<file path="src/hdl/lpbl_pkg.sv">
// Package for the lag-power bad-lag classifier: widths, mark codes,
// register indexes, the queue word type and the saturation helper.
// Depends on nothing; every other file uses it by scoped names.
package lpbl_pkg;

  // Set geometry. The lag counter wraps after MAX_LAGS lags.
  localparam int MAX_LAGS = 32;
  localparam int LAG_W    = (MAX_LAGS > 2) ? $clog2(MAX_LAGS) : 1;

  // Field widths of the channels.
  localparam int PWR_W      = 32;
  localparam int ISQ_W      = 16;
  localparam int IDX_W      = 5;
  localparam int MARK_W     = 3;
  localparam int CNT_W      = 6;
  localparam int CFG_IDX_W  = 1;
  localparam int CFG_DATA_W = 32;

  // Width that holds 2*noise + power + base exactly.
  localparam int SUM_W = 35;

  // Product of a power and the Q0.16 factor.
  localparam int PROD_W = PWR_W + ISQ_W;

  // Queue between the classifier and the result stage.
  localparam int Q_DEPTH = 4;
  localparam int Q_PTR_W = 2;

  // Power threshold 1.0 in Q23.8.
  localparam logic signed [PWR_W-1:0] ONE_Q8 = 32'sd256;

  // Reset value of the inverse square root register.
  localparam logic [ISQ_W-1:0] ISQ_RESET = 16'd46341;

  typedef enum logic [MARK_W-1:0] {
    MARK_GOOD        = 3'd0,
    MARK_PRIOR_BAD   = 3'd1,
    MARK_LOW_POWER   = 3'd2,
    MARK_AFTER_LOW   = 3'd3,
    MARK_FLUCTUATION = 3'd4,
    MARK_RESCINDED   = 3'd5
  } mark_t;

  typedef enum logic [CFG_IDX_W-1:0] {
    REG_NOISE_LEVEL = 1'b0,
    REG_INV_SQRT    = 1'b1
  } cfg_reg_t;

  // One classified lag as it waits in the queue.
  typedef struct packed {
    logic             rescue;
    logic [IDX_W-1:0] fix_index;
    logic [IDX_W-1:0] lag_index;
    mark_t            mark;
    logic [CNT_W-1:0] good_count;
    logic             set_done;
  } qent_t;

  // Clamp a wide signed sum to the signed 32-bit range.
  function automatic logic signed [PWR_W-1:0] sat32(input logic signed [SUM_W-1:0] v);
    logic signed [SUM_W-1:0] hi;
    logic signed [SUM_W-1:0] lo;
    hi = {{(SUM_W-PWR_W+1){1'b0}}, {(PWR_W-1){1'b1}}};
    lo = {{(SUM_W-PWR_W+1){1'b1}}, {(PWR_W-1){1'b0}}};
    if (v > hi) begin
      sat32 = hi[PWR_W-1:0];
    end else if (v < lo) begin
      sat32 = lo[PWR_W-1:0];
    end else begin
      sat32 = v[PWR_W-1:0];
    end
  endfunction

endpackage

</file>
<file path="src/hdl/lpbl_if.sv">
// Channel interfaces of the classifier: input lags, results, configuration.
// Each carries valid, ready and the payload. Depends on lpbl_pkg.
interface lpbl_in_if;
  logic                                    valid;
  logic                                    ready;
  logic signed [lpbl_pkg::PWR_W-1:0]       lag_power;
  logic signed [lpbl_pkg::PWR_W-1:0]       next_power;
  logic                                    prior_bad;
  logic                                    first_lag;
  logic                                    last_lag;

  modport source (output valid, lag_power, next_power, prior_bad, first_lag, last_lag,
                  input ready);
  modport sink (input valid, lag_power, next_power, prior_bad, first_lag, last_lag,
                output ready);
endinterface

interface lpbl_out_if;
  logic                        valid;
  logic                        ready;
  logic [lpbl_pkg::IDX_W-1:0]  lag_index;
  logic [lpbl_pkg::MARK_W-1:0] mark_code;
  logic [lpbl_pkg::CNT_W-1:0]  good_count;
  logic                        end_of_run;
  logic                        set_done;

  modport source (output valid, lag_index, mark_code, good_count, end_of_run, set_done,
                  input ready);
  modport sink (input valid, lag_index, mark_code, good_count, end_of_run, set_done,
                output ready);
endinterface

interface lpbl_cfg_if;
  logic                            valid;
  logic                            ready;
  logic [lpbl_pkg::CFG_IDX_W-1:0]  index;
  logic [lpbl_pkg::CFG_DATA_W-1:0] data;

  modport source (output valid, index, data, input ready);
  modport sink (input valid, index, data, output ready);
endinterface

</file>
<file path="src/hdl/lag_power_bad_lag_classifier.sv">
// Top level of the lag-power bad-lag classifier: front, queue, result stage.
// Depends on lpbl_pkg, lpbl_if, lpbl_front, lpbl_queue and lpbl_back.
//
//   channel   direction  words                    payload
//   lag_in    in         one per lag              lag_power next_power prior_bad first/last
//   res_out   out        one or two per lag       lag_index mark_code good_count flags
//   cfg       in         one per register write   index data
//
// One lag is accepted per cycle while the four-word queue has room; its
// result words pass through the queue into the output register.
// A rescued lag gives two words and holds the result stage until both are loaded.
// The cycle after lag zero settles the limit from the registered product.
// Reset (rst, synchronous) clears all set state and loads register defaults.
// Back pressure on res_out fills the queue, then drops lag_in.ready.
module lag_power_bad_lag_classifier (
  input  logic       clk,
  input  logic       rst,
  lpbl_in_if.sink    lag_in,
  lpbl_out_if.source res_out,
  lpbl_cfg_if.sink   cfg
);

  logic            q_push;
  logic            q_space;
  logic            q_pop;
  logic            q_head_valid;
  lpbl_pkg::qent_t q_entry;
  lpbl_pkg::qent_t q_head;

  lpbl_front u_front (
    .clk     (clk),
    .rst     (rst),
    .lag_in  (lag_in),
    .cfg     (cfg),
    .q_space (q_space),
    .q_push  (q_push),
    .q_entry (q_entry)
  );

  lpbl_queue u_queue (
    .clk        (clk),
    .rst        (rst),
    .push       (q_push),
    .push_entry (q_entry),
    .space      (q_space),
    .head_valid (q_head_valid),
    .head       (q_head),
    .pop        (q_pop)
  );

  lpbl_back u_back (
    .clk        (clk),
    .rst        (rst),
    .head_valid (q_head_valid),
    .head       (q_head),
    .pop        (q_pop),
    .res_out    (res_out)
  );

  // A correction word is never the last word of its lag.
  a_fix_not_last: assert property (@(posedge clk) disable iff (rst)
    (res_out.valid && res_out.mark_code == lpbl_pkg::MARK_RESCINDED) |-> !res_out.end_of_run)
    else $error("correction word flagged as end of run");

  // The lag's own word follows its correction word at once.
  a_fix_then_main: assert property (@(posedge clk) disable iff (rst)
    (res_out.valid && res_out.ready && !res_out.end_of_run)
    |=> (res_out.valid && res_out.end_of_run))
    else $error("lag word did not follow its correction word");

  // Nothing is offered right after reset.
  a_reset_quiet: assert property (@(posedge clk)
    $fell(rst) |-> !res_out.valid)
    else $error("result offered out of reset");

  // The queue only takes a word when it has room.
  a_queue_room: assert property (@(posedge clk) disable iff (rst)
    q_push |-> q_space)
    else $error("queue written while full");

endmodule

</file>
<file path="src/hdl/lpbl_front.sv">
// Front of the classifier: configuration registers, per-set state and the
// combinational marking of each lag. Depends on lpbl_pkg and lpbl_if.
module lpbl_front (
  input  logic            clk,
  input  logic            rst,
  lpbl_in_if.sink         lag_in,
  lpbl_cfg_if.sink        cfg,
  input  logic            q_space,
  output logic            q_push,
  output lpbl_pkg::qent_t q_entry
);

  // Configuration registers.
  logic signed [lpbl_pkg::PWR_W-1:0] noise_level;
  logic [lpbl_pkg::ISQ_W-1:0]        inv_sqrt;

  // Set state.
  logic signed [lpbl_pkg::PWR_W-1:0]   prod_hi;
  logic                                prod_rnd;
  logic signed [lpbl_pkg::SUM_W-2:0]   start_sum;
  logic                                pending;
  logic signed [lpbl_pkg::PWR_W-1:0]   fluct_limit;
  logic signed [lpbl_pkg::PWR_W-1:0]   prev_limit;
  logic                                low_seen_once;
  logic                                low_run_latched;
  logic [lpbl_pkg::LAG_W-1:0]          last_good_lag;
  logic [lpbl_pkg::LAG_W-1:0]          lag_counter;
  logic [lpbl_pkg::CNT_W-1:0]          good_counter;

  logic signed [lpbl_pkg::SUM_W-2:0]   start_sum_next;
  logic                                pending_next;
  logic signed [lpbl_pkg::PWR_W-1:0]   fluct_limit_next;
  logic signed [lpbl_pkg::PWR_W-1:0]   prev_limit_next;
  logic                                low_seen_once_next;
  logic                                low_run_latched_next;
  logic [lpbl_pkg::LAG_W-1:0]          last_good_lag_next;
  logic [lpbl_pkg::LAG_W-1:0]          lag_counter_next;
  logic [lpbl_pkg::CNT_W-1:0]          good_counter_next;

  // Working values of the current lag.
  logic                                acc;
  logic                                first;
  logic signed [lpbl_pkg::PWR_W-1:0]   w;
  logic signed [lpbl_pkg::PWR_W-1:0]   wn;
  logic signed [16:0]                  isq_s;
  logic signed [lpbl_pkg::PROD_W-1:0]  prod_full;
  logic signed [lpbl_pkg::SUM_W-1:0]   base_ext;
  logic signed [lpbl_pkg::SUM_W-1:0]   two_noise;
  logic signed [lpbl_pkg::SUM_W-1:0]   w_2n;
  logic signed [lpbl_pkg::SUM_W-1:0]   pend_sum;
  logic signed [lpbl_pkg::SUM_W-1:0]   upd_sum;
  logic signed [lpbl_pkg::PWR_W-1:0]   fl_cur;
  logic signed [lpbl_pkg::PWR_W-1:0]   first_limit;
  logic signed [lpbl_pkg::PWR_W-1:0]   fl_use;
  logic signed [lpbl_pkg::PWR_W-1:0]   pfl_use;
  logic                                lsee_use;
  logic                                lrun_use;
  logic [lpbl_pkg::LAG_W-1:0]          lgl_use;
  logic [lpbl_pkg::LAG_W-1:0]          k;
  logic [lpbl_pkg::LAG_W:0]            k_inc;
  logic [lpbl_pkg::CNT_W-1:0]          gc_use;
  lpbl_pkg::mark_t                     mark;
  logic                                rescue;
  logic                                limit_upd;

  // Configuration writes are always taken.
  assign cfg.ready = 1'b1;

  always_ff @(posedge clk) begin
    if (rst) begin
      noise_level <= '0;
      inv_sqrt    <= lpbl_pkg::ISQ_RESET;
    end else if (cfg.valid) begin
      unique case (lpbl_pkg::cfg_reg_t'(cfg.index))
        lpbl_pkg::REG_NOISE_LEVEL: noise_level <= signed'(cfg.data);
        lpbl_pkg::REG_INV_SQRT:    inv_sqrt    <= cfg.data[lpbl_pkg::ISQ_W-1:0];
      endcase
    end
  end

  // Handshake toward the queue.
  assign acc           = lag_in.valid && q_space;
  assign lag_in.ready  = q_space;
  assign q_push        = acc;
  assign first         = lag_in.first_lag;
  assign w             = lag_in.lag_power;
  assign wn            = lag_in.next_power;

  // Base fluctuation product; rounding is folded into later adds as a carry.
  assign isq_s     = {1'b0, inv_sqrt};
  assign prod_full = w * isq_s;

  // Limit arithmetic at full width before saturation.
  assign base_ext  = {{(lpbl_pkg::SUM_W-lpbl_pkg::PWR_W){prod_hi[lpbl_pkg::PWR_W-1]}},
                      prod_hi};
  assign two_noise = {{(lpbl_pkg::SUM_W-lpbl_pkg::PWR_W-1){noise_level[lpbl_pkg::PWR_W-1]}},
                      noise_level, 1'b0};
  assign w_2n      = {{(lpbl_pkg::SUM_W-lpbl_pkg::PWR_W){w[lpbl_pkg::PWR_W-1]}}, w}
                     + two_noise;
  assign pend_sum  = {start_sum[lpbl_pkg::SUM_W-2], start_sum} + base_ext
                     + {{(lpbl_pkg::SUM_W-1){1'b0}}, prod_rnd};
  assign upd_sum   = w_2n + base_ext + {{(lpbl_pkg::SUM_W-1){1'b0}}, prod_rnd};

  // A limit left pending by lag zero is settled in the following cycle.
  assign fl_cur      = pending ? lpbl_pkg::sat32(pend_sum) : fluct_limit;
  assign first_limit = lpbl_pkg::sat32(w_2n);

  // Lag zero starts from fresh set state.
  assign fl_use   = first ? first_limit : fl_cur;
  assign pfl_use  = first ? first_limit : prev_limit;
  assign lsee_use = first ? 1'b0 : low_seen_once;
  assign lrun_use = first ? 1'b0 : low_run_latched;
  assign lgl_use  = first ? '0 : last_good_lag;
  assign k        = first ? '0 : lag_counter;
  assign gc_use   = first ? '0 : good_counter;
  assign k_inc    = {1'b0, k} + 1'b1;

  // Mark the lag; the rules apply in order.
  always_comb begin
    mark                 = lpbl_pkg::MARK_GOOD;
    rescue               = 1'b0;
    limit_upd            = 1'b0;
    low_run_latched_next = lrun_use;
    low_seen_once_next   = lsee_use;
    priority if (lag_in.prior_bad) begin
      mark = lpbl_pkg::MARK_PRIOR_BAD;
    end else if (lrun_use) begin
      mark = lpbl_pkg::MARK_AFTER_LOW;
    end else if (w <= lpbl_pkg::ONE_Q8) begin
      mark                 = lpbl_pkg::MARK_LOW_POWER;
      low_run_latched_next = lsee_use;
      low_seen_once_next   = 1'b1;
    end else begin
      low_seen_once_next = 1'b0;
      limit_upd          = 1'b1;
      if (w > fl_use) begin
        if (!lag_in.last_lag && (w < pfl_use) && (wn > fl_use) && (wn < w)) begin
          rescue = 1'b1;
        end else begin
          mark = lpbl_pkg::MARK_FLUCTUATION;
        end
      end
    end
  end

  // Counters and limits after this lag.
  always_comb begin
    start_sum_next     = start_sum;
    pending_next       = 1'b0;
    fluct_limit_next   = fl_cur;
    prev_limit_next    = prev_limit;
    last_good_lag_next = last_good_lag;
    lag_counter_next   = lag_counter;
    good_counter_next  = good_counter;
    if (acc) begin
      if (limit_upd) begin
        prev_limit_next = fl_use;
        if (first) begin
          pending_next     = 1'b1;
          start_sum_next   = w_2n[lpbl_pkg::SUM_W-2:0];
          fluct_limit_next = fl_use;
        end else begin
          fluct_limit_next = lpbl_pkg::sat32(upd_sum);
        end
      end else begin
        fluct_limit_next = fl_use;
        prev_limit_next  = pfl_use;
      end
      if (mark == lpbl_pkg::MARK_GOOD && !rescue && gc_use != '1) begin
        good_counter_next = gc_use + 1'b1;
      end else begin
        good_counter_next = gc_use;
      end
      last_good_lag_next = (mark == lpbl_pkg::MARK_GOOD) ? k : lgl_use;
      if (k_inc >= (lpbl_pkg::LAG_W+1)'(lpbl_pkg::MAX_LAGS)) begin
        lag_counter_next = '0;
      end else begin
        lag_counter_next = k_inc[lpbl_pkg::LAG_W-1:0];
      end
    end
  end

  // Set state registers.
  always_ff @(posedge clk) begin
    if (rst) begin
      prod_hi         <= '0;
      prod_rnd        <= 1'b0;
      start_sum       <= '0;
      pending         <= 1'b0;
      fluct_limit     <= '0;
      prev_limit      <= '0;
      low_seen_once   <= 1'b0;
      low_run_latched <= 1'b0;
      last_good_lag   <= '0;
      lag_counter     <= '0;
      good_counter    <= '0;
    end else begin
      if (acc && first) begin
        prod_hi  <= prod_full[lpbl_pkg::PROD_W-1:lpbl_pkg::ISQ_W];
        prod_rnd <= prod_full[lpbl_pkg::ISQ_W-1];
      end
      start_sum   <= start_sum_next;
      pending     <= pending_next;
      fluct_limit <= fluct_limit_next;
      prev_limit  <= prev_limit_next;
      if (acc) begin
        low_seen_once   <= low_seen_once_next;
        low_run_latched <= low_run_latched_next;
      end
      last_good_lag <= last_good_lag_next;
      lag_counter   <= lag_counter_next;
      good_counter  <= good_counter_next;
    end
  end

  // Word handed to the queue.
  always_comb begin
    q_entry.rescue     = rescue;
    q_entry.fix_index  = lpbl_pkg::IDX_W'(lgl_use);
    q_entry.lag_index  = lpbl_pkg::IDX_W'(k);
    q_entry.mark       = mark;
    q_entry.good_count = good_counter_next;
    q_entry.set_done   = lag_in.last_lag;
  end

endmodule

</file>
<file path="src/hdl/lpbl_queue.sv">
// Short queue of classified lags between the front and the result stage.
// Depends on lpbl_pkg for the word type and depth.
module lpbl_queue (
  input  logic            clk,
  input  logic            rst,
  input  logic            push,
  input  lpbl_pkg::qent_t push_entry,
  output logic            space,
  output logic            head_valid,
  output lpbl_pkg::qent_t head,
  input  logic            pop
);

  lpbl_pkg::qent_t              slots [lpbl_pkg::Q_DEPTH];
  logic [lpbl_pkg::Q_PTR_W-1:0] wr_ptr;
  logic [lpbl_pkg::Q_PTR_W-1:0] rd_ptr;
  logic [lpbl_pkg::Q_PTR_W:0]   count;

  assign space      = (count != (lpbl_pkg::Q_PTR_W+1)'(lpbl_pkg::Q_DEPTH));
  assign head_valid = (count != '0);
  assign head       = slots[rd_ptr];

  // Storage for the queued words.
  always_ff @(posedge clk) begin
    if (push) begin
      slots[wr_ptr] <= push_entry;
    end
  end

  // Pointers and fill level.
  always_ff @(posedge clk) begin
    if (rst) begin
      wr_ptr <= '0;
      rd_ptr <= '0;
      count  <= '0;
    end else begin
      if (push) begin
        wr_ptr <= wr_ptr + 1'b1;
      end
      if (pop) begin
        rd_ptr <= rd_ptr + 1'b1;
      end
      unique case ({push, pop})
        2'b10:   count <= count + 1'b1;
        2'b01:   count <= count - 1'b1;
        default: count <= count;
      endcase
    end
  end

endmodule

</file>
<file path="src/hdl/lpbl_back.sv">
// Result stage: turns each queued lag into one or two result words and
// holds them in the output register. Depends on lpbl_pkg and lpbl_if.
module lpbl_back (
  input  logic            clk,
  input  logic            rst,
  input  logic            head_valid,
  input  lpbl_pkg::qent_t head,
  output logic            pop,
  lpbl_out_if.source      res_out
);

  logic out_valid;
  logic load;
  logic phase;
  logic phase_next;
  logic send_fix;

  assign res_out.valid = out_valid;
  assign load          = !out_valid || res_out.ready;

  // A rescued lag sends its correction word first, then its own word.
  assign send_fix = head.rescue && !phase;

  always_comb begin
    pop        = 1'b0;
    phase_next = phase;
    if (load && head_valid) begin
      if (send_fix) begin
        phase_next = 1'b1;
      end else begin
        pop        = 1'b1;
        phase_next = 1'b0;
      end
    end
  end

  // Control registers.
  always_ff @(posedge clk) begin
    if (rst) begin
      out_valid <= 1'b0;
      phase     <= 1'b0;
    end else begin
      phase <= phase_next;
      if (load) begin
        out_valid <= head_valid;
      end
    end
  end

  // Output word register.
  always_ff @(posedge clk) begin
    if (load && head_valid) begin
      res_out.good_count <= head.good_count;
      res_out.set_done   <= head.set_done;
      if (send_fix) begin
        res_out.lag_index  <= head.fix_index;
        res_out.mark_code  <= lpbl_pkg::MARK_RESCINDED;
        res_out.end_of_run <= 1'b0;
      end else begin
        res_out.lag_index  <= head.lag_index;
        res_out.mark_code  <= head.mark;
        res_out.end_of_run <= 1'b1;
      end
    end
  end

endmodule
</file>
<file path="src/flat_wrapper.sv">
// flat-port wrapper written by rule: the top's interface ports become plain ports
module lag_power_bad_lag_classifier_flat 
  (clk, rst, lag_in_valid, lag_in_lag_power, lag_in_next_power, lag_in_prior_bad, lag_in_first_lag, lag_in_last_lag, lag_in_ready, res_out_valid, res_out_lag_index, res_out_mark_code, res_out_good_count, res_out_end_of_run, res_out_set_done, res_out_ready, cfg_valid, cfg_index, cfg_data, cfg_ready);
  lpbl_in_if lag_in_i ();
  lpbl_out_if res_out_i ();
  lpbl_cfg_if cfg_i ();
  input  logic clk;
  input  logic rst;
  input wire logic [$bits(lag_in_i.valid)-1:0] lag_in_valid;
  input wire logic [$bits(lag_in_i.lag_power)-1:0] lag_in_lag_power;
  input wire logic [$bits(lag_in_i.next_power)-1:0] lag_in_next_power;
  input wire logic [$bits(lag_in_i.prior_bad)-1:0] lag_in_prior_bad;
  input wire logic [$bits(lag_in_i.first_lag)-1:0] lag_in_first_lag;
  input wire logic [$bits(lag_in_i.last_lag)-1:0] lag_in_last_lag;
  output wire logic [$bits(lag_in_i.ready)-1:0] lag_in_ready;
  output wire logic [$bits(res_out_i.valid)-1:0] res_out_valid;
  output wire logic [$bits(res_out_i.lag_index)-1:0] res_out_lag_index;
  output wire logic [$bits(res_out_i.mark_code)-1:0] res_out_mark_code;
  output wire logic [$bits(res_out_i.good_count)-1:0] res_out_good_count;
  output wire logic [$bits(res_out_i.end_of_run)-1:0] res_out_end_of_run;
  output wire logic [$bits(res_out_i.set_done)-1:0] res_out_set_done;
  input wire logic [$bits(res_out_i.ready)-1:0] res_out_ready;
  input wire logic [$bits(cfg_i.valid)-1:0] cfg_valid;
  input wire logic [$bits(cfg_i.index)-1:0] cfg_index;
  input wire logic [$bits(cfg_i.data)-1:0] cfg_data;
  output wire logic [$bits(cfg_i.ready)-1:0] cfg_ready;
  assign lag_in_i.valid = lag_in_valid;
  assign lag_in_i.lag_power = lag_in_lag_power;
  assign lag_in_i.next_power = lag_in_next_power;
  assign lag_in_i.prior_bad = lag_in_prior_bad;
  assign lag_in_i.first_lag = lag_in_first_lag;
  assign lag_in_i.last_lag = lag_in_last_lag;
  assign lag_in_ready = lag_in_i.ready;
  assign res_out_valid = res_out_i.valid;
  assign res_out_lag_index = res_out_i.lag_index;
  assign res_out_mark_code = res_out_i.mark_code;
  assign res_out_good_count = res_out_i.good_count;
  assign res_out_end_of_run = res_out_i.end_of_run;
  assign res_out_set_done = res_out_i.set_done;
  assign res_out_i.ready = res_out_ready;
  assign cfg_i.valid = cfg_valid;
  assign cfg_i.index = cfg_index;
  assign cfg_i.data = cfg_data;
  assign cfg_ready = cfg_i.ready;
  lag_power_bad_lag_classifier u_core (.clk(clk), .rst(rst), .lag_in(lag_in_i), .res_out(res_out_i), .cfg(cfg_i));
endmodule
</file>
<file path="config.mk">
export PLATFORM = sky130hd
export DESIGN_NAME = lag_power_bad_lag_classifier_flat
export DESIGN_NICKNAME = d
export VERILOG_FILES = /design/src/hdl/lpbl_pkg.sv /design/src/hdl/lpbl_if.sv /design/src/hdl/lag_power_bad_lag_classifier.sv /design/src/hdl/lpbl_front.sv /design/src/hdl/lpbl_queue.sv /design/src/hdl/lpbl_back.sv /design/src/flat_wrapper.sv
export SDC_FILE = /design/constraint.sdc
export NUM_CORES = 2
export LEC_CHECK = 0
export ABC_AREA = 0
export BUFFER_PORTS_ARGS = -buffer_cell sky130_fd_sc_hd__clkbuf_2
export CORE_ASPECT_RATIO = 0.8
export CORE_MARGIN = 1.5
export CORE_UTILIZATION = 40
export DETAILED_ROUTE_END_ITERATION = 12
export GPL_TIMING_DRIVEN = 0
export PLACE_DENSITY_LB_ADDON = 0.15
export SYNTH_ARGS = -nofsm -noshare
export SYNTH_HDL_FRONTEND = slang
export SYNTH_SLANG_ARGS = --single-unit
</file>
<file path="constraint.sdc">
create_clock -name clk -period 8.1 [get_ports clk]
set_input_delay 1.62 -clock clk [delete_from_list [all_inputs] [get_ports clk]]
set_output_delay 1.62 -clock clk [all_outputs]
set_load 0.05 [all_outputs]
</file>
==> summary.txt <==
peak fanout along the critical path: 12
CTS tree: done
antenna violations before repair: 7
crit path DAT: 8.52 ns
area of the core: 95300 µm²
sequential area share after synthesis: 18.6%
Vias: 33097
Fmax: 124 MHz
root buffer cell: clkbuf_16
Leak: 18.9 nW
post-synth design cell area: 38700 µm²
vias in the first global route: 31815
Layout Cells excl Fill: 5896
hold buffers post-CTS: 0
Worst setup SP type: input pin
chip height: 281 µm
Hold Worst Slack: 0.460 ns
Worst R2R End: u_core.u_front.prod_hi[31]
ys flop type: dfxtp_1
Yosys reg bits: 309
first-pass GRT wire length: 211000 µm
busiest metal layer after global routing: met1
CP max-delay cell: xnor2_1
Boundary Pins: 124
commonest non-fill, non-tap cell in the layout: nand2_1
Reg2Reg Launch Point: u_core.u_front.inv_sqrt[3]
first-iteration detailed-routing DRC count: 3351
largest family of logic cells by synthesized area: adder cells
Setup Skew: 0.0231 ns
fin area: 42400 µm²
hpwl dp: 117000 µm
Min-Delay Startpoint: u_core.u_front.noise_level[26]
R2R Setup Slk: 0.46 ns
RePlAce Congestion: 0.969
Cell Area, Placed: 40900 µm²
antenna viol nets, final: 0
DIE AREA: 98500 µm²
Worst-path clk slew: 0.07 ns
number of buffers created by CTS: 30
power per cell area: 393 nW/µm²
synthesis-to-finish area growth: 9.72%
Syn Inst Count: 4419
mux cell area share after synthesis: 1.64%
GRT met1 Usage: 44.8%
synthesized-area fraction occupied by adder cells: 36.4%
# rows: 101
Crit path required time: 8.57 ns
Simple-Gate Fraction of Synth Area: 16.1%
combinational share of power: 79.0%
drc violations: 0
global route total overflow: 0
XOR/XNOR Fraction of Synth Area: 2.90%
die width: 351 µm
Critical Path End Type: register
Ys Warns: 0
net switching power: 8.80 mW
Synth Area in Compound Gates: 16.1%
period utilisation layout: 99.4%
R2R cell count: 22
Worst Hold Depth: 2
Largest stage delay, worst path: 0.76 ns
Post-synth EDFFs: 100
Initial Utilization: 40.6%
Switching Fraction: 52.8%
Max IR drop VDD: 0.701 mV
Post-Syn Nets: 5355
cell-internal power: 7.86 mW
kind of critical path: input pin to register
final layout net count: 5516
H-tree levels: 1
worst setup margin: 0.0493 ns
Tmin final: 8.05 ns
Tot GR Track Use: 29.0%
drt wl/cell: 24.0 µm
M3 GR Usage: 6.28%
Total Wirelength: 141000 µm
IO buf count: 122
status: finished, final reports clean
largest net degree at the start of global routing: 22
Skew-Pair Late Insertion Delay: 0.63 ns
asr flop ratio synth: 0%
synthesized area per cell: 8.75 µm²
Final Max Tran Viols: 0
# setup viols final: 0
RSZ-0062 raised after global routing: yes
layout cells sized above 1: 8.12%
final core occ: 44.5%
Power Total: 16.7 mW
Worst Max-Slew Pin Slew: 1.31 ns
Yosys cell types: 101
relative slew slack: 12.6%
CTS Sinks: 309
max cap viols: 0
worst min-delay path category: register to register
most frequent cells in the layout: nand2_1, inv_1, fa_1
Clk pwr share: 8.8%
worst slack at placement: -1.61 ns
Hold Fails Final Rpt: 0
DP Cell Count: 5828
Vias/cell: 5.61
part of the power in registers: 12.2%
Hold EP: u_core.u_front.noise_level[26]
Bufs on Longest Clock Path: 3
setup TNS: 0 ns
drt first pass iters: 8
met2 GRT Util: 41.2%
## final cells by class
class	instances	area, µm²
multi-input cells	3266	28500
plain buffers	213	966
clock buffers	41	822
fillers	9581	52900
repair buffers	137	803
inverters	623	2340
flip-flops and latches	309	7190
clock inverters	15	154
well taps	1287	1610
diodes	5	12.5
## registers in the layout (all words and copies together), names as in the netlist, 3 cells and up, named ones only
register and cells:
u_core.u_back.res_out.good_count 6, u_core.u_back.res_out.lag_index 5, u_core.u_back.res_out.mark_code 3, u_core.u_front.fluct_limit 32, u_core.u_front.good_counter 6, u_core.u_front.inv_sqrt 16, u_core.u_front.lag_counter 5, u_core.u_front.last_good_lag 5
u_core.u_front.noise_level 32, u_core.u_front.prev_limit 32, u_core.u_front.prod_hi 32, u_core.u_front.start_sum 34, u_core.u_queue.count 3, u_core.u_queue.slots 84
## logic make-up after synthesis
group	count (synthesis)
other	1
buffers and inverters	844
adder cells (fa/ha/maj)	831
multiplexers	36
AND/OR/NAND/NOR	1341
AO/OA/AOI/OAI	930
flip-flops	309
XOR/XNOR	127
## worst max path at each step
| stage | from | endpoint | slack, ns | depth (start not counted) |
|---|---|---|---|---|
| 2_1_floorplan | lag_in_lag_power[5] | u_core.u_front.prod_hi[24] | 0.43 | 22 |
| 3_5_place_dp | lag_in_lag_power[5] | u_core.u_front.prod_hi[28] | -1.61 | 23 |
| 4_1_cts | lag_in_lag_power[29] | u_core.u_front.prod_hi[31] | 0.004 | 23 |
| 6_report | lag_in_lag_power[2] | u_core.u_front.fluct_limit[19] | 0.05 | 25 |
| 3_3_place_gp | lag_in_lag_power[5] | u_core.u_front.prod_hi[28] | -1.58 | 23 |
| 5_1_grt | lag_in_lag_power[2] | u_core.u_queue.slots[1][6] | -0.03 | 28 |
## timing repair
| item | 4_1_cts | 5_1_grt |
|---|---|---|
| endpoints found under the setup margin | 100 | 71 |
| buffers inserted | 5 | 10 |
| resized for setup | 65 | 120 |
| hold endpoints to repair | 0 | 0 |
| pin swaps | 3 | 7 |
## Yosys cell counts (32+ instances only)
cell type	count	area (µm²)
a21o_1	67	503
fa_1	488	9770
a211oi_1	48	360
clkbuf_1	197	739
a21oi_1	299	1500
o21ai_0	141	706
dfxtp_1	209	4180
and2_1	204	1280
o21a_1	39	293
ha_1	343	4290
nor2_1	161	604
nand2_1	676	2540
nand3_1	54	270
edfxtp_1	100	3000
and3_1	32	200
inv_1	621	2330
xor2_1	47	412
nor2b_1	38	238
xnor2_1	79	692
nor3_1	61	305
## worst max-delay path: cells and delay by family
kind	cells	cell delay (ns)
AOI/OAI and AO/OA	10	3.10
xor gates and xnor gates	1	0.76
adders and majority gates	2	0.89
buffers and inverters	6	1.21
and+or+nand+nor	6	0.89
## power by group through the flow
stage	clock network (mW)	logic, mW	registers, mW
after floorplan	0	8.70	2.15
after global placement	0	12.6	2.06
final	1.47	13.2	2.03
after detailed placement	0	12.6	2.06
after CTS	1.47	12.8	2.02
after global routing	1.54	14.5	2.05
## per-layer routing
metal	vias up	wire length, µm
li1	15068	-
met1	16487	67100
met2	1399	57300
met3	139	13900
met4	4	2900
met5	-	25
Power figures use the tool's default switching activity.
